[config.mk]
export PLATFORM = sky130hd
export DESIGN_NAME = lz77_front
export DESIGN_NICKNAME = d
export VERILOG_FILES = /design/src/rtl/lz77_pkg.sv /design/src/rtl/lz77_front.sv
export VERILOG_INCLUDE_DIRS = /design/src /design/src/rtl
export SDC_FILE = /design/constraint.sdc
export NUM_CORES = 1
export LEC_CHECK = 0
export BUFFER_PORTS_ARGS = -buffer_cell sky130_fd_sc_hd__buf_4
export CAP_MARGIN = 15
export CORE_MARGIN = 2
export CORE_UTILIZATION = 47
export CTS_BUF_LIST = sky130_fd_sc_hd__clkbuf_4
export CTS_CLUSTER_SIZE = 10
export DETAILED_ROUTE_END_ITERATION = 7
export PLACE_DENSITY = 0.73
export SYNTH_ARGS = -nofsm -noshare
export SYNTH_HDL_FRONTEND = slang
export SYNTH_SLANG_ARGS = --single-unit
[constraint.sdc]
create_clock -name i_clk -period 5.2 [get_ports i_clk]
set_input_delay 0 -clock i_clk [delete_from_list [all_inputs] [get_ports i_clk]]
set_output_delay 0 -clock i_clk [all_outputs]
set_load 0.01 [all_outputs]
[src/rtl/assert_macros.svh]
// Assertion macros shared by the decompressor RTL.
// No dependencies; NO_ASSERTIONS compiles the checks out.
`ifndef ASSERT_MACROS_SVH
`define ASSERT_MACROS_SVH
`ifndef NO_ASSERTIONS
`define ASSERT_CLK(label, clk, rst_n, prop, msg) \
    label: assert property (@(posedge clk) disable iff (!rst_n) prop) else $error(msg);
`define ASSERT_CLK_NR(label, clk, prop, msg) \
    label: assert property (@(posedge clk) prop) else $error(msg);
`else
`define ASSERT_CLK(label, clk, rst_n, prop, msg)
`define ASSERT_CLK_NR(label, clk, prop, msg)
`endif
`endif

[src/rtl/lz77_pkg.sv]
// Shared types and constants for the LZ77 bit-stream decompressor.
// No dependencies.
package lz77_pkg;
    localparam logic [1:0] CMD_FEED    = 2'd0;
    localparam logic [1:0] CMD_REQ     = 2'd1;
    localparam logic [1:0] CMD_RESTART = 2'd2;
    localparam logic [1:0] CMD_UNUSED  = 2'd3;

    localparam logic [2:0] ST_BYTE   = 3'd0;
    localparam logic [2:0] ST_NEED   = 3'd1;
    localparam logic [2:0] ST_END    = 3'd2;
    localparam logic [2:0] ST_BADLEN = 3'd3;
    localparam logic [2:0] ST_BADOFF = 3'd4;
    localparam logic [2:0] ST_OVER   = 3'd5;
    localparam logic [2:0] ST_RUN    = 3'd7;

    localparam logic [24:0] MAX_OUT_RESET = 25'd16777216;
    localparam logic [19:0] END_MARK      = 20'hFFFFF;
    localparam logic [3:0]  LEN_ONES_MAX  = 4'd11;
    localparam logic [3:0]  CLASS_ONES_MAX = 4'd3;

    // queue entry between front and back
    typedef struct packed {
        logic [1:0] cmd;
        logic [7:0] in_byte;
    } t_cmd;

    function automatic logic [4:0] off_bits(input logic [1:0] c);
        unique case (c)
            2'd0: off_bits = 5'd6;
            2'd1: off_bits = 5'd9;
            2'd2: off_bits = 5'd12;
            default: off_bits = 5'd20;
        endcase
    endfunction

    function automatic logic [12:0] off_bias(input logic [1:0] c);
        unique case (c)
            2'd0: off_bias = 13'd1;
            2'd1: off_bias = 13'd65;
            2'd2: off_bias = 13'd577;
            default: off_bias = 13'd4673;
        endcase
    endfunction
endpackage

[src/rtl/lz77_front.sv]
// Front end: accepts stream transactions, drops unknown commands, and
// feeds a two-entry queue to the back end. Depends on lz77_pkg.
`include "assert_macros.svh"
module lz77_front import lz77_pkg::*; (
    input  logic       i_clk,
    input  logic       i_rst_n,
    input  logic       i_valid,
    output logic       o_ready,
    input  t_cmd       i_cmd,
    output logic       o_q_valid,
    input  logic       i_q_pop,
    output t_cmd       o_q_head
);
    logic [1:0] r_cnt, n_cnt;
    t_cmd       r_q [2];
    logic       w_push, w_keep;

    assign o_ready   = (r_cnt != 2'd2);
    assign w_push    = i_valid && o_ready;
    assign w_keep    = w_push && (i_cmd.cmd != CMD_UNUSED);
    assign o_q_valid = (r_cnt != 2'd0);
    assign o_q_head  = r_q[0];

    // occupancy
    always_comb begin
        n_cnt = r_cnt + {1'b0, w_keep} - {1'b0, i_q_pop && o_q_valid};
    end

    always_ff @(posedge i_clk) begin
        if (!i_rst_n) begin
            r_cnt <= 2'd0;
        end else begin
            r_cnt <= n_cnt;
        end
    end

    // queue slots; slot 0 is the head
    always_ff @(posedge i_clk) begin
        if (i_q_pop && o_q_valid) begin
            r_q[0] <= (w_keep && r_cnt == 2'd1) ? i_cmd : r_q[1];
            if (w_keep && r_cnt == 2'd2) r_q[1] <= i_cmd;
        end else if (w_keep) begin
            if (r_cnt == 2'd0) r_q[0] <= i_cmd;
            else r_q[1] <= i_cmd;
        end
    end

    `ASSERT_CLK(a_no_overfill, i_clk, i_rst_n, r_cnt != 2'd3, "queue count invalid")
    `ASSERT_CLK(a_full_stall, i_clk, i_rst_n, (r_cnt == 2'd2) |-> !o_ready, "ready while full")
    `ASSERT_CLK(a_pop_nonempty, i_clk, i_rst_n, (i_q_pop && r_cnt == 2'd0 && !w_keep) |=> (r_cnt == 2'd0), "pop from empty")
endmodule

==> flow_metrics.env <==
export IMPL_holdWs_ps=378.7
export IMPL_max_stage_delay_ps=370
export IMPL_ys_seq_area_frac=0.6702
export IMPL_antenna_found_initial=0
export IMPL_synthToLayoutAreaGrowth_pct=29.58
export IMPL_ys_warn_count=0
export IMPL_ios=26
export IMPL_viasPerCell=4.670
export IMPL_async_flop_share=0
export IMPL_period_share=0.3603
export IMPL_clk_path_buf_depth=2
export IMPL_synth_edff_count=20
export IMPL_powerDensity_nw_per_um2=379.0
export IMPL_path_clk_slew_ps=110
export IMPL_io_buffer_count=25
export IMPL_gr_usage_met3=0.03067
export IMPL_tightest_slew_ps=894.8
export IMPL_slew_violations=0
export IMPL_worstPathMaxFanout=4
export IMPL_cp_cell_sequence="or2_2, and2_1, ha_1, inv_1, ha_1, xnor2_1, xnor2_1, and2_1"
export IMPL_ys_types=14
export IMPL_cts_tree="yes"
export IMPL_maxCapViolations=0
export IMPL_gr_total_overflow=0
export IMPL_rrSetupSlack_ps=3330
export IMPL_synth_top_area_frac=0.6283
export IMPL_synth_cells=58
export IMPL_cts_sinks=22
export IMPL_grt_max_degree=13
export IMPL_drtAntennaViolNets=0
export IMPL_synth_most_common_cell="edfxtp_1"
export IMPL_slew_headroom=0.4023
export IMPL_fin_skew_ps=4.919
export IMPL_fp_dieW_um=49.10
export IMPL_max_freq_ghz=0.5337
export IMPL_crit_path_end_kind="flop"
export IMPL_finalSetupViolations=0
export IMPL_place_hpwl_um=972.4
export IMPL_outcome="completed"
export IMPL_h_tree_depth=1
export IMPL_grt_pass1_vias=581
export IMPL_hold_path_class="in2reg"
export IMPL_synthTopCellsByCount="edfxtp_1 (20), buf_4 (10), mux2_2 (10)"
export IMPL_fp_dieH_um=49.10
export IMPL_finalNetCount=105
export IMPL_drive_gt1_frac=0.4659
export IMPL_drc=0
export IMPL_crit_required_ps=5400
export IMPL_yosysTopAreaCell="edfxtp_1"
export IMPL_via_count=537
export IMPL_start_kind="flop"
export IMPL_routed_wl_um=1492
export IMPL_place_ws_ps=3351
export IMPL_utilization=0.6379
export IMPL_p_leak_nw=0.4796
export IMPL_wl_per_cell_um=12.97
export IMPL_clock_latency_ps=300
export IMPL_dieArea_um2=2411
export IMPL_coreArea_um2=1942
export IMPL_numCtsBuffers=3
export IMPL_period_needed_ps=1874
export IMPL_crit_family="simple AND/OR/NAND/NOR gates"
export IMPL_initial_core_util=0.4923
export IMPL_timing_final_ws_setup_ps=3326
export IMPL_rows=16
export IMPL_finalHoldViolations=0
export IMPL_grt_use_total=0.1396
export IMPL_criticalPathCategory="reg2reg"
export IMPL_slowest_stage="dfxtp_1"
export IMPL_finalSetupTns_ps=0
export IMPL_met2_usage=0.2410
export IMPL_placed_cell_area_um2=1102
export IMPL_drt_pass1_iter_count=3
export IMPL_grt_setup_unrepaired="no"
export IMPL_design_area_um2=1239
export IMPL_post_synth_instance_area_um2=955.9
export IMPL_vdd_drop_max_uv=259.0
export IMPL_top_usage_layer="met2"
export IMPL_worstPathArrival_ps=2080
export IMPL_synthFlopType="edfxtp_1"
export IMPL_cp_num_buf_inv=1
export IMPL_clock_root_buffer="clkbuf_4"
export IMPL_place_gp_congestion=0.7971
export IMPL_grt_pass1_wl_um=2504
export IMPL_use_met1=0.1612
export IMPL_synthTopCellsByArea="edfxtp_1 (63%), mux2_2 (12%), buf_4 (7.9%), dfxtp_1 (4.2%), ha_1 (2.6%)"
export IMPL_diodes=0
export IMPL_synth_nets=74
export IMPL_drt_iter0_drc=6
export IMPL_avgSynthCellArea_um2=16.48
export IMPL_postSynthRegisterBits=22
[placed cells by master, fill, tap and decap left out, types with 2 or more instances in the layout]
cell | Yosys | final
dlygate4sd3_1 | 0 | 11
edfxtp_1 | 20 | 20
buf_4 | 10 | 25
clkbuf_4 | 0 | 3
mux2_2 | 10 | 10
xnor2_1 | 2 | 2
nand2b_1 | 3 | 3
ha_1 | 2 | 2
dfxtp_1 | 2 | 2
and2_1 | 3 | 3
[registers in the layout, indices dropped and copies added, names as in the netlist]
signal and count:
r_q 20, r_cnt 2
[cells by family (layout without fill, tap and decap cells)]
group | after synthesis | after routing | synth area share
flops | 22 | 22 | 0.6702
buf+inv | 11 | 41 | 0.08245
mux | 10 | 10 | 0.1178
simple gates | 8 | 8 | 0.04974
compound gates | 3 | 3 | 0.03535
fa+ha+maj | 2 | 2 | 0.02617
xor+xnor | 2 | 2 | 0.01833
[final timing paths]
| kind | startpoint | endpoint | depth (start not counted) |
|---|---|---|---|
| setup reg to reg | r_cnt[1] | r_cnt[1] | 8 |
| setup / recovery | r_cnt[1] | r_cnt[1] | 8 |
| hold / removal | i_q_pop | r_q[0][14] | 3 |
| hold reg to reg | r_q[0][11] | r_q[0][1] | 1 |
[repair_timing]
item	in CTS	in global routing
buffers inserted	0	0
hold endpoints to repair	13	0
gates resized for setup	0	0
hold buffers	11	0
[metal layers]
metal  up-vias  share of wire
met4         0          0.023
met5         -              0
met2        14           0.51
li1        258              -
met3         4          0.039
met1       261           0.42
[report_power, final]
| part | switching [mW] | leakage, nW | internal [mW] |
|---|---|---|---|
| Sequential | 0.0129 | 0.203 | 0.235 |
| Clock | 0.0472 | 0.0154 | 0.0280 |
| Combinational | 0.0688 | 0.261 | 0.0781 |
| Total | 0.129 | 0.480 | 0.341 |
[through the flow]
stage | instances | total power [mW]
after floorplan | 58 | 0.3548
after global placement | 100 | 0.3909
after detailed placement | 100 | 0.3943
after CTS | 115 | 0.4746
after global routing | 115 | 0.4963
final | 115 | 0.4695
[tightest hold or removal path, cell delays in order]
cell      delay, ps
buf_4            80
nand2b_1        160
nor2_1          220
[layout make-up]
cell class / count / area (µm²)
Fill cell: 152 / 703.2
Tap cell: 27 / 33.78
Inverter: 1 / 3.754
Multi-Input combinational cell: 25 / 236.5
Sequential cell: 22 / 640.6
Clock buffer: 3 / 22.52
Clock inverter: 1 / 3.754
Timing Repair Buffer: 36 / 297.8
No activity file was read; power rests on OpenSTA's default activity.
